## config.mk

```make
export PLATFORM = sky130hd
export DESIGN_NAME = multi_stack_shared_pool_unit
export DESIGN_NICKNAME = d
export VERILOG_FILES = /design/src/rtl/mssp_pkg.sv /design/src/rtl/mssp_pool.sv /design/src/rtl/multi_stack_shared_pool_unit.sv
export VERILOG_INCLUDE_DIRS = /design/src /design/src/rtl
export SDC_FILE = /design/constraint.sdc
export NUM_CORES = 1
export LEC_CHECK = 0
export ABC_AREA = 1
export BUFFER_PORTS_ARGS = -buffer_cell sky130_fd_sc_hd__buf_2
export CAP_MARGIN = 15
export CORE_ASPECT_RATIO = 0.75
export CORE_MARGIN = 2
export CORE_UTILIZATION = 38
export CTS_CLUSTER_DIAMETER = 200
export DETAILED_ROUTE_END_ITERATION = 12
export PLACE_DENSITY = 0.64
export SYNTH_ARGS = -nofsm -noshare
export SYNTH_HDL_FRONTEND = slang
export SYNTH_SLANG_ARGS = --single-unit
```

## constraint.sdc

```tcl
create_clock -name clk_i -period 8.45 [get_ports clk_i]
set_input_delay 1.69 -clock clk_i [delete_from_list [all_inputs] [get_ports clk_i]]
set_output_delay 1.69 -clock clk_i [all_outputs]
set_load 0.005 [all_outputs]
```

## src/rtl/multi_stack_shared_pool_unit_defines.svh

```systemverilog
// Assertion macros shared by the RTL of the multi-stack shared pool unit.
// Each takes a label, an antecedent, a consequent and a message string.
`ifndef MULTI_STACK_SHARED_POOL_UNIT_DEFINES_SVH
`define MULTI_STACK_SHARED_POOL_UNIT_DEFINES_SVH

// Same-cycle implication, checked outside reset.
`define MSSP_ASSERT_NOW(label, ante, cons, msg) \
  label: assert property (@(posedge clk_i) disable iff (!rst_ni) \
    (ante) |-> (cons)) else $error(msg);

// Next-cycle implication, checked outside reset.
`define MSSP_ASSERT_NEXT(label, ante, cons, msg) \
  label: assert property (@(posedge clk_i) disable iff (!rst_ni) \
    (ante) |=> (cons)) else $error(msg);

`endif

```

## src/rtl/mssp_pkg.sv

```systemverilog
package mssp_pkg;

  localparam int NUM_STACKS = 4;
  localparam int NUM_SLOTS  = 16;

  // A pointer also holds the null code NUM_SLOTS.
  localparam int PTR_W  = $clog2(NUM_SLOTS + 1);
  localparam int ADDR_W = $clog2(NUM_SLOTS);
  localparam int STK_W  = (NUM_STACKS > 1) ? $clog2(NUM_STACKS) : 1;

  localparam logic [PTR_W-1:0] PTR_NULL = PTR_W'(NUM_SLOTS);

  localparam logic KIND_PUSH = 1'b0;
  localparam logic KIND_POP  = 1'b1;

  typedef enum logic [1:0] {
    ST_OK       = 2'd0,
    ST_OVERFLOW = 2'd1,
    ST_EMPTY    = 2'd2
  } status_e;

  typedef struct packed {
    logic               kind;
    logic [1:0]         stack_select;
    logic signed [31:0] data_in;
  } in_item_t;

  typedef struct packed {
    status_e            status;
    logic signed [31:0] data_out;
  } out_item_t;

  // Access bundle from the control logic to the slot pool.
  typedef struct packed {
    logic              rd_en;
    logic [ADDR_W-1:0] rd_addr;
    logic              wr_en;
    logic [ADDR_W-1:0] wr_addr;
    logic [PTR_W-1:0]  wr_link;
    logic              wr_data_en;
    logic [31:0]       wr_data;
  } pool_req_t;

  function automatic logic ptr_valid(logic [PTR_W-1:0] p);
    return int'(p) < NUM_SLOTS;
  endfunction

  // Link of a slot never written since reset: the next slot, null after the last.
  function automatic logic [PTR_W-1:0] link_init(logic [ADDR_W-1:0] a);
    return PTR_W'(a) + PTR_W'(1);
  endfunction

endpackage

```

## src/rtl/mssp_pool.sv

```systemverilog
module mssp_pool import mssp_pkg::*; (
  input  logic             clk_i,
  input  logic             rst_ni,
  input  pool_req_t        req_i,
  output logic [PTR_W-1:0] rd_link_o,
  output logic [31:0]      rd_data_o
);

  logic [31:0]      data_mem [NUM_SLOTS];
  logic [PTR_W-1:0] link_mem [NUM_SLOTS];
  logic [NUM_SLOTS-1:0] link_vld_q;
  logic [PTR_W-1:0] rd_link_q;
  logic [31:0]      rd_data_q;

  // Mark links as written; unwritten links read as the initial chain.
  always_ff @(posedge clk_i or negedge rst_ni) begin
    if (!rst_ni) begin
      link_vld_q <= '0;
    end else if (req_i.wr_en) begin
      link_vld_q[req_i.wr_addr] <= 1'b1;
    end
  end

  always_ff @(posedge clk_i) begin
    if (req_i.wr_en) begin
      link_mem[req_i.wr_addr] <= req_i.wr_link;
    end
    if (req_i.wr_en && req_i.wr_data_en) begin
      data_mem[req_i.wr_addr] <= req_i.wr_data;
    end
  end

  always_ff @(posedge clk_i) begin
    if (req_i.rd_en) begin
      rd_link_q <= link_vld_q[req_i.rd_addr] ? link_mem[req_i.rd_addr]
                                             : link_init(req_i.rd_addr);
      rd_data_q <= data_mem[req_i.rd_addr];
    end
  end

  assign rd_link_o = rd_link_q;
  assign rd_data_o = rd_data_q;

endmodule

```

## src/rtl/multi_stack_shared_pool_unit.sv

```systemverilog
// An accepted item's operands are registered with the state at the accepting edge, and
// the result and done_o are registered at the end of the execute state.
// An item is taken only while idle: busy_o stays high in the execute state, which uses
// the slot's link read from the slot pool memory and writes the slot back.
// Reset: asynchronous, active low; all stacks empty, free chain covers every slot,
// restored by per-slot valid bits with no clearing pass. The receiver cannot stall.
module multi_stack_shared_pool_unit import mssp_pkg::*; (
  input  logic      clk_i,
  input  logic      rst_ni,
  input  logic      start_i,
  input  in_item_t  item_i,
  output logic      busy_o,
  output logic      done_o,
  output out_item_t result_o
);

`include "multi_stack_shared_pool_unit_defines.svh"

  localparam logic S_IDLE = 1'b0;
  localparam logic S_EXEC = 1'b1;

  logic state_q, state_d;

  // Stack tops and free-list head live in flops; the slots in the pool memory.
  logic [PTR_W-1:0] stack_head_q [NUM_STACKS];
  logic [PTR_W-1:0] stack_head_d [NUM_STACKS];
  logic [PTR_W-1:0] free_head_q, free_head_d;

  // Item held across the read cycle.
  logic             kind_q;
  logic [STK_W-1:0] idx_q;
  logic [31:0]      data_q;
  logic [PTR_W-1:0] slot_q;
  logic             fail_q;

  logic             accept;
  logic [STK_W-1:0] idx;
  logic             sel_ok;
  logic [PTR_W-1:0] slot;
  logic             fail;

  pool_req_t        pool_req;
  logic [PTR_W-1:0] rd_link;
  logic [31:0]      rd_data;

  logic      done_q;
  out_item_t result_q, result_d;

  assign busy_o = (state_q == S_EXEC);
  assign accept = start_i && !busy_o;

  // Pick the slot to work on: free head for a push, the stack top for a pop.
  always_comb begin
    idx    = STK_W'(item_i.stack_select);
    sel_ok = int'(item_i.stack_select) < NUM_STACKS;
    slot   = (item_i.kind == KIND_PUSH) ? free_head_q : stack_head_q[idx];
    fail   = !sel_ok || !ptr_valid(slot);
  end

  always_ff @(posedge clk_i) begin
    if (accept) begin
      kind_q <= item_i.kind;
      idx_q  <= idx;
      data_q <= item_i.data_in;
      slot_q <= slot;
      fail_q <= fail;
    end
  end

  // Read the slot's link and data on accept; write back in the execute cycle.
  always_comb begin
    pool_req            = '0;
    pool_req.rd_en      = accept && !fail;
    pool_req.rd_addr    = ADDR_W'(slot);
    pool_req.wr_addr    = ADDR_W'(slot_q);
    pool_req.wr_data    = data_q;
    pool_req.wr_link    = (kind_q == KIND_PUSH) ? stack_head_q[idx_q] : free_head_q;
    pool_req.wr_en      = busy_o && !fail_q;
    pool_req.wr_data_en = (kind_q == KIND_PUSH);
  end

  mssp_pool u_pool (
    .clk_i     (clk_i),
    .rst_ni    (rst_ni),
    .req_i     (pool_req),
    .rd_link_o (rd_link),
    .rd_data_o (rd_data)
  );

  always_comb begin
    state_d      = state_q;
    stack_head_d = stack_head_q;
    free_head_d  = free_head_q;
    result_d     = result_q;
    case (state_q)
      S_IDLE: begin
        if (accept) begin
          state_d = S_EXEC;
        end
      end
      S_EXEC: begin
        state_d           = S_IDLE;
        result_d.data_out = '0;
        if (fail_q) begin
          result_d.status = (kind_q == KIND_PUSH) ? ST_OVERFLOW : ST_EMPTY;
        end else begin
          result_d.status = ST_OK;
          if (kind_q == KIND_PUSH) begin
            // Advance the free list, link the slot over the old top.
            free_head_d         = rd_link;
            stack_head_d[idx_q] = slot_q;
          end else begin
            // Drop the top, hand the slot back to the free list.
            stack_head_d[idx_q] = rd_link;
            free_head_d         = slot_q;
            result_d.data_out   = rd_data;
          end
        end
      end
      default: begin
        state_d = S_IDLE;
      end
    endcase
  end

  always_ff @(posedge clk_i or negedge rst_ni) begin
    if (!rst_ni) begin
      state_q     <= S_IDLE;
      free_head_q <= '0;
      done_q      <= 1'b0;
      for (int i = 0; i < NUM_STACKS; i++) begin
        stack_head_q[i] <= PTR_NULL;
      end
    end else begin
      state_q      <= state_d;
      free_head_q  <= free_head_d;
      stack_head_q <= stack_head_d;
      done_q       <= busy_o;
    end
  end

  always_ff @(posedge clk_i) begin
    result_q <= result_d;
  end

  assign done_o   = done_q;
  assign result_o = result_q;

  `MSSP_ASSERT_NEXT(a_accept_busy, accept, busy_o, "accepted item did not start")
  `MSSP_ASSERT_NEXT(a_exec_done, busy_o, done_o && !busy_o, "result not delivered")
  `MSSP_ASSERT_NOW(a_fail_zero, done_o && result_o.status != ST_OK,
                   result_o.data_out == '0, "failed item returned data")
  `MSSP_ASSERT_NOW(a_pool_port, 1'b1, !(pool_req.rd_en && pool_req.wr_en),
                   "pool read and write overlap")
  `MSSP_ASSERT_NOW(a_free_range, 1'b1, int'(free_head_q) <= NUM_SLOTS,
                   "free head out of range")

endmodule
```

== Word-level counts from Yosys, hierarchy flattened ==
Memories as Yosys holds them, arrays and structs flattened. A register that Yosys moved wholly into a read port is not among the register bits.
Index checks and enable logic that the tools add are counted.
W data, S select, Z words.
Cells by class
  bitwise logic cells: 6
  add/sub/neg operators: 1
  $lt $le $gt $ge: 7
  reductions and logical operators: 11
  muxes and demuxes: 26
Operator list (number)
  $mux W5: 9
  $bwmux W20: 2
  $bmux W5 S2: 2
  $mux W20: 1
  $or A16 B16 Y16: 1
  $demux W5 S2: 1
  $lt A4 B5 Y1 const B: 2
  $mux W1: 7
  $ge A3 B3 Y1 const B: 2
  $logic_and A1 B1 Y1: 6
  $not A2 Y3: 2
  $add A4 B1 Y5 const B: 1
  $lt A5 B5 Y1 const B: 1
  $bmux W1 S4: 1
  $demux W1 S4: 1
  $ge A4 B1 Y1 const B: 1
  $logic_not A1 Y1: 3
  $lt A3 B1 Y1 const B: 1
  $not A1 Y1: 3
  $mux W2: 1
  $pmux W1 S2: 1
  $reduce_and A2 Y1: 1
  $reduce_or A2 Y1: 1
Word-level totals
  bits of input ports: 38
  register bits after elaboration: 123
  memories kept: 2
  memory bits (writable): 592
  output and inout bits: 36
Memory list
  u_pool.data_mem: words 16, bits a word 32, read ports 1, clocked after memory_dff 1, write ports 1, line mssp_pool.sv:9  | logic [31:0] data_mem [NUM_SLOTS];
  u_pool.link_mem: words 16, bits a word 5, read ports 1, clocked after memory_dff 0, write ports 1, line mssp_pool.sv:10  | logic [PTR_W-1:0] link_mem [NUM_SLOTS];

== Depth between registers and ports, before layout ==
Gate-level depths: netlist of run 1.
  depth after elaboration: 8
  mapped depth: 15
  depth with buffers taken out: 14

== Hierarchy ==
From an unflattened synthesis of run 1, not the netlist that was laid out.
Unflattened totals
  cells, all modules: 2374
  area total of the unflattened synthesis: 29707.2 um2
By module, submodules not included
  mssp_pool: sequential area each 19288.5 um2, times used 1, area each 25600.8 um2, cells each 1999
  multi_stack_shared_pool_unit: sequential area each 2902.8 um2, times used 1, area each 4106.4 um2, cells each 375

== Worst setup path after synthesis of run 1 ==
Ideal clock, no wire load.
  path type: input port to flip-flop
  start: in item_i[32] (netlist bit)
  end: reg u_pool.rd_data_q[0] (netlist: u_pool.rd_data_o[0]) (read register of u_pool.data_mem) (enable)
  library setup time: 477 ps
  data required time: 7973 ps
  stages: 4
  setup slack: 3365 ps
  arrival: 4608 ps
  cell sequence: buf_6 > o21ai_0 > a31oi_1 > nor3_1
RTL lines
  start: declaration: line multi_stack_shared_pool_unit.sv:11  | input in_item_t item_i,
  end: declaration: line mssp_pool.sv:13  | logic [31:0] rd_data_q;

== Worst setup path after layout of run 1 ==
  start: in item_i[32] (netlist bit)
  end: reg u_pool.rd_link_q[2] (netlist: u_pool.rd_link_o[2]), data pin
On the way
  longest elaborated chain between the ends: 8
  elaborated cells on any way between the ends: 10
  classes of those cells: add/sub (1); mux (7); bitwise (1); memory (1)
Ends and longest elaborated chain
  $not A2 Y3 (not written as such) *: line multi_stack_shared_pool_unit.sv:56  | slot = (item_i.kind == KIND_PUSH) ? free_head_q : stack_head_q[idx];
  $bmux W5 S2 *: line multi_stack_shared_pool_unit.sv:56
  $mux W5 (not written as such) * (2 in series): line multi_stack_shared_pool_unit.sv:56
  $mux W5 *: line multi_stack_shared_pool_unit.sv:56
  $bmux W1 S4: line mssp_pool.sv:35  | rd_link_q <= link_vld_q[req_i.rd_addr] ? link_mem[req_i.rd_addr]
  $mux W1 (not written as such): line mssp_pool.sv:35
  $mux W5 *: line mssp_pool.sv:35
  end signal: assignment: line mssp_pool.sv:35
  end: declaration: line mssp_pool.sv:12  | logic [PTR_W-1:0] rd_link_q;
Mark *: on every way between the ends. The rest lies on a longest branch, timed or not. The select of a mux whose other input is x is not followed.
A chain may end at the register's enable or synchronous reset.

==> out/results.tsv, run 1 <==
stage	metric	value	unit
run_status	outcome	finished, final reports clean	
hold_path	worst min-delay path endpoint	u_pool.link_vld_q[4]	
cells_and_area	P&R area growth vs syn	12.7	%
cells_and_area	Design Area, Final	33300	um^2
setup_path	worst r2r dst	u_pool.rd_link_o[2]	
global_routing	met1 GRT Util	0.265	
global_routing	first-pass GRT wire length	111000	um
clock_network	# hold bufs at CTS	0	
routing	WL per Instance	20.9	um
setup_path	worst path bufs/invs	3	
routing	drc violations	0	
yosys	Mapped Nets	2434	
sta	hold_ws	470	ps
clock_network	Clk pin slew, worst setup/hold paths	70	ps
sta	max-slew violation count	0	
floorplanning	# rows	88	
yosys	FF+latch count, synth	746	
pwr	total power	8.54	mW
floorplanning	die height	246	um
sta	clock skew	13.8	ps
hold_path	Hold Startpoint	u_pool.link_vld_q[4]	
routing	initial drt markers	2216	
placement	Final Wtd Congestion	0.878	
yosys	Syn Std Cell Area	29500	um^2
cells_and_area	fin cells	3543	
setup_path	Startpoint Class	input pin	
hold_path	Worst Hold Class	flop to flop	
global_routing	GRT busiest layer	met2	
setup_path	CP peak stage delay	740	ps
global_routing	GR Util All Layers	0.185	
clock_network	CTS buffer count	73	
setup_path	CP Cell Sequence	buf_2, inv_2, nand2_1, nand3_1, nand3_2, nand2_8, buf_4, nand2_1, nand3_1, nand3_1, nand3_1, nand2_1, nand2_1, nand2_1	
hold_path	worst hold stages	1	
cells_and_area	nets	2491	
clock_network	H-tree depth	3	
floorplanning	# IOs	74	
pwr	P_leak	11.8	nW
clock_network	postcts setup bufs	0	
yosys	syn_area_per_cell	12.3	um^2
sta	Least-Margin Pin Slew	1220	ps
flow_run	max_cap viols	0	
floorplanning	Initial Util	0.384	
sta	post-route clock period utilization	0.553	
placement	Post-DP HPWL	38200	um
yosys	share of the synthesized area in the top cell type	0.714	
setup_path	Worst EP required	8820	ps
sta	Slew HR	0.190	
global_routing	number of global-route vias before repair	17900	
setup_path	Levels on crit path	14	
placement	DP Cell Count	3412	
setup_path	Crit. End Element	flop	
sta	f_max	214	MHz
setup_path	critical path arrival	5040	ps
floorplanning	Core ar.	77000	um^2
routing	number of detailed-route iterations in the first pass	6	
floorplanning	die extent in x	326	um
global_routing	M2 GR Usage	0.288	
placement	IO Port Bufs	73	
setup_path	Crit path top cell by count	nand2_1	
setup_path	Setup CP Type	input pin to flop	
routing	Via Count	18400	
sta	final hold violation count	0	
setup_path	FF-to-FF setup slack	4690	ps
placement	Area after DPL	31000	um^2
yosys	Synth Warn #	0	
global_routing	initial antenna violation count	3	
clock_network	# clock sinks	746	
setup_path	Max FO, Critical Path	163	
yosys	Seq/Total Area, Yosys	0.751	
routing	Routed Antenna Nets	0	
global_routing	pin count of the biggest net entering global routing	171	
pwr	pwr/cell area	257	nW/um^2
yosys	Yosys top cell by area	edfxtp_1	
setup_path	crit path max-delay cell type	buf_4	
floorplanning	Die ar.	80000	um^2
sta	RSZ-0062 raised after global routing	no	
yosys	post-synthesis cell count	2395	
routing	Via density	5.18	
global_routing	routing usage on met3	0.0369	
global_routing	GRT overflow	0	
routing	Routed WL	73900	um
setup_path	Reg-to-Reg Start	stack_head_q[0]	
setup_path	delay-heaviest family, CP	simple AND/OR/NAND/NOR gates	
clock_network	clk root buf	clkbuf_16	
sta	min cycle time layout	4670	ps
sta	Final Setup Violations	0	
clock_network	Clock Latency Late Sink	610	ps
cells_and_area	diode count	0	
clock_network	CTS tree	yes	
cells_and_area	share of cells above drive strength 1	0.106	
yosys	synth unique cells	38	
clock_network	Resized cells post-CTS	0	
pwr	peak supply drop	0.132	mV
yosys	top cells by area, synth	edfxtp_1, nand2_1, nor2_1	
setup_path	worst r2r path cells	13	
sta	Setup TNS Final	0	ps
clock_network	Clock Tree Buf Depth	3	
-- per-stage QoR --
stage | util | worst slack, ps
floorplan | - | 3370
global placement | 0.403 | 3460
detailed placement | 0.403 | 3380
CTS | 0.433 | 4010
global route | 0.433 | 3630
finish | 0.433 | 3780
-- per-layer routing --
layer  up-vias  part of all wire  wire (um)
li1       8475                 -          -
met1      9017              0.44      32900
met2       750              0.45      33300
met3       114             0.083       6150
met4         0             0.022       1610
met5         -                 0          0
-- state kept, by name, indices dropped and copies added, names as in the netlist --
register,count
busy_o,1
data_q,32
done_o,1
free_head_q,5
idx_q,2
kind_q,1
result_o,34
slot_q,5
stack_head_q,20
u_pool.data_mem,512
u_pool.link_mem,80
u_pool.link_vld_q,16
u_pool.rd_data_o,32
u_pool.rd_link_o,5
-- how the worst max path moves through the flow --
stage                     slack (ps)       start             endpoint
after global routing            3630  item_i[32]  u_pool.rd_link_o[4]
final                           3780  item_i[32]  u_pool.rd_link_o[2]
after floorplan                 3370  item_i[32]  u_pool.rd_data_o[0]
after detailed placement        3380  item_i[32]  u_pool.rd_link_o[2]
after global placement          3460  item_i[32]  u_pool.rd_link_o[4]
after CTS                       4010  item_i[32]  u_pool.rd_link_o[2]
-- cells in the mapped netlist, drive strengths merged --
library cell	number
dfstp	4
o211ai	9
nand2	558
edfxtp	703
nand4	8
nor2	263
a21oi	71
o221ai	16
buf	97
xor2	2
clkbuf	29
a31oi	2
nand3b	5
nand3	163
nor3	2
a22oi	1
a41oi	2
o22ai	47
dfrtp	39
or2	16
o21ai	209
ha	1
mux2	2
inv	146
-- where the power goes --
part / leakage [nW] / switching, mW / total (mW) / internal [mW]
Sequential: 6.92 / 0.0857 / 4.30 / 4.21
Clock: 1.11 / 1.36 / 3.16 / 1.79
Combinational: 3.75 / 0.784 / 1.09 / 0.303
-- cells in the final DEF, fill, tap and decap left out, types with 2 or more instances in the layout --
master / n
mux2_2: 2
dfrtp_1: 38
o21ai_0: 179
buf_4: 34
clkinv_2: 12
nand3b_1: 5
buf_2: 73
nand3_1: 162
inv_1: 141
nor2_1: 244
clkbuf_16: 75
nor2_4: 19
dfstp_2: 4
o21ai_4: 2
o22ai_1: 47
edfxtp_1: 703
a21oi_1: 71
clkbuf_1: 16
inv_6: 3
clkinvlp_4: 5
inv_2: 3
o211ai_1: 9
nand2_1: 554
o21ai_1: 28
xor2_1: 2
nand4_1: 8
o221ai_1: 16
or2_2: 16
nand2_8: 2
bufinv_16: 5
clkinv_1: 14
a41oi_2: 2
-- cells by family (layout without fill, tap and decap cells) --
logic type,Yosys count,after routing,synth area share
compound gates,357,357,0.0662
xor+xnor,2,2,0.000593
fa+ha+maj,1,1,0.000423
buf+inv,272,385,0.0415
flops,746,746,0.751
mux,2,2,0.000762
simple gates,1015,1015,0.140
-- final cells by class --
type / count / area, um^2
clock inverter: 39 / 332
clock buffer: 92 / 1950
timing repair buffer: 108 / 641
fill: 6940 / 43700
multi-input combinational: 1377 / 6330
inverter: 146 / 551
sequential: 746 / 22200
tap: 1035 / 1290
Note: power is estimated with default switching activity, not from simulation.
==> run 2, diff against run 1 <==
==> constraint.sdc (replaced) <==
create_clock -name clk_i -period 4.5 [get_ports clk_i]
set_input_delay 0.9 -clock clk_i [delete_from_list [all_inputs] [get_ports clk_i]]
set_output_delay 0.9 -clock clk_i [all_outputs]
set_load 0.005 [all_outputs]
==> out/results.tsv, run 2 (same netlist as run 1, synthesis figures left out) <==
stage	metric	value	unit	change
sta	post-route clock period utilization	0.690		
floorplanning	Initial Util	0.384		unchanged
sta	Slew HR	0.278		+0.0883
clock_network	Clock Tree Buf Depth	3		unchanged
clock_network	# clock sinks	746		unchanged
clock_network	postcts setup bufs	0		unchanged
setup_path	worst r2r dst	u_pool.data_mem[6][5]		
global_routing	GR Util All Layers	0.183		-0.00167
cells_and_area	share of cells above drive strength 1	0.115		+0.00842
sta	RSZ-0062 raised after global routing	no		
placement	Final Wtd Congestion	0.878		about the same
run_status	outcome	finished, final reports clean		
cells_and_area	most frequent cells in the layout	edfxtp_1, nand2_1, nor2_1		
placement	IO Port Bufs	73		unchanged
pwr	peak supply drop	0.227	mV	+71%
floorplanning	die height	246	um	unchanged
pwr	sequential power share	0.498		-0.005
global_routing	number of global-route vias before repair	17900		-0.10%
clock_network	H-tree depth	3		unchanged
setup_path	worst r2r path cells	8		-5
pwr	pwr/cell area	482	nW/um^2	+88%
placement	Area after DPL	31300	um^2	+0.81%
placement	Post-DP HPWL	40700	um	+6.6%
setup_path	Startpoint Class	input pin		
sta	Setup TNS Final	0	ps	unchanged
setup_path	Crit. End Element	flop		
floorplanning	die extent in x	326	um	unchanged
cells_and_area	nets	2513		+0.88%
cells_and_area	Design Area, Final	33600	um^2	+0.98%
clock_network	CTS tree	yes		
setup_path	Setup CP Type	input pin to flop		
setup_path	Reg-to-Reg Start	slot_q[4]		
sta	Final Setup Violations	0		unchanged
clock_network	Clock Latency Late Sink	630	ps	+20 ps
setup_path	crit path max-delay cell type	nand2_1		
cells_and_area	commonest non-fill, non-tap cell in the layout	edfxtp_1		
global_routing	initial antenna violation count	4		+1
clock_network	CTS buffer count	75		+2.7%
sta	Least-Margin Pin Slew	1080	ps	-133 ps
floorplanning	# rows	88		unchanged
routing	Routed Antenna Nets	0		unchanged
pwr	P_leak	12.0	nW	+1.6%
setup_path	Crit. Startpoint	item_i[34]		
sta	min cycle time layout	3100	ps	
floorplanning	Core ar.	77000	um^2	unchanged
hold_path	Worst Hold Class	input pin to asynchronous set/reset pin		
setup_path	CP Cell Sequence	buf_2, inv_1, nand2_1, nand2_8, buf_4, o21ai_0, o22ai_1, o21ai_0, nand2_1		
sta	f_max	322	MHz	
clock_network	Clk pin slew, worst setup/hold paths	60	ps	about the same
floorplanning	# IOs	74		unchanged
clock_network	Resized cells post-CTS	0		unchanged
setup_path	critical path arrival	3460	ps	-1580 ps
routing	Routed WL	73500	um	-0.51%
cells_and_area	P&R area growth vs syn	13.8	%	
global_routing	first-pass GRT wire length	111000	um	-0.20%
pwr	Switching Share	0.262		+0.000812
pwr	Clk pwr share	0.373		+0.004
routing	number of detailed-route iterations in the first pass	7		+1
pwr	Switch Pwr	4.25	mW	+90%
floorplanning	Die ar.	80000	um^2	unchanged
setup_path	FF-to-FF setup slack	1430	ps	-3260 ps
pwr	Internal Pwr Total	12.0	mW	+90%
setup_path	Worst EP required	4860	ps	-3960 ps
flow_run	max_cap viols	0		unchanged
routing	Via density	5.20		+0.27%
routing	Via Count	18500		+1.0%
setup_path	Critical Path End	u_pool.rd_data_o[21]		
sta	clock skew	34.2	ps	+20.5 ps
sta	final hold violation count	0		unchanged
cells_and_area	number of flip-flops in the largest register	512		unchanged
clock_network	# hold bufs at CTS	0		unchanged
routing	drc violations	0		unchanged
routing	WL per Instance	20.6	um	-1.2%
global_routing	GRT overflow	0		unchanged
clock_network	clk root buf	clkbuf_16		
cells_and_area	Largest Register	u_pool.data_mem		
setup_path	CP peak stage delay	540	ps	-200 ps
sta	max-slew violation count	0		unchanged
routing	initial drt markers	2221		+0.23%
setup_path	Max FO, Critical Path	104		-36%
global_routing	pin count of the biggest net entering global routing	129		-25%
pwr	Comb pwr share	0.129		+0.002
==> run 2: cell count changes in the layout (fill, tap and decap cells not counted), sizes merged <==
cell,previous run,this run
buf,108,128
clkbuf,92,94
clkinv,27,31
clkinvlp,5,2
diode,0,1
inv,148,150
==> run 2: routing by layer <==
layer | vias to the layer above | track usage | wire length, um
met4 | 0 | 0.0469 | 1470
met5 | - | 0 | 0
met2 | 764 | 0.282 | 33200
met3 | 106 | 0.0382 | 6110
li1 | 8521 | - | -
met1 | 9150 | 0.265 | 32700
==> run 2: through the flow <==
stage / utilization / instances / power, mW / setup WS, ps / hold WS [ps]
floorplan: - / 2395 / 9.57 / 205 / 440
global placement: 0.406 / 3432 / 10.2 / 879 / 451
detailed placement: 0.406 / 3432 / 10.3 / 792 / 455
CTS: 0.437 / 3568 / 16.3 / 1440 / 404
global route: 0.437 / 3569 / 16.9 / 1180 / 410
finish: 0.437 / 3569 / 16.2 / 1400 / 446
==> run 2: layout make-up <==
class                      count  area (um^2)
fill                        6900        43300
sequential                   746        22200
multi-input combinational   1377         6330
clock buffer                  94         1990
tap                         1035         1290
timing repair buffer         128          891
inverter                     146          551
clock inverter                42          365
antenna                        1         2.50
==> run 2: how the worst min path moves through the flow <==
stage | startpoint | endpoint | slack [ps] | cells after the start
finish | rst_ni | stack_head_q[7] | 450 | 1
global route | item_i[23] | data_q[23] | 410 | 1
CTS | item_i[8] | data_q[8] | 400 | 1
detailed placement | u_pool.link_vld_q[0] | u_pool.link_vld_q[0] | 460 | 1
global placement | u_pool.link_vld_q[5] | u_pool.link_vld_q[5] | 450 | 1
floorplan | u_pool.link_vld_q[0] | u_pool.link_vld_q[0] | 440 | 1
==> run 2: critical path: cells and delay by family <==
kind	cells	cell delay (ps)
AO/OA/AOI/OAI	3	500
buffers and inverters	3	800
AND/OR/NAND/NOR	3	1140
==> run 2: power by group through the flow <==
stage | combinational (mW) | clock, mW | sequential, mW
2_1_floorplan | 1.41 | 0 | 8.16
3_3_place_gp | 2.04 | 0 | 8.20
3_5_place_dp | 2.09 | 0 | 8.21
4_1_cts | 2.10 | 6.17 | 8.07
5_1_grt | 2.34 | 6.45 | 8.10
6_report | 2.10 | 6.05 | 8.07
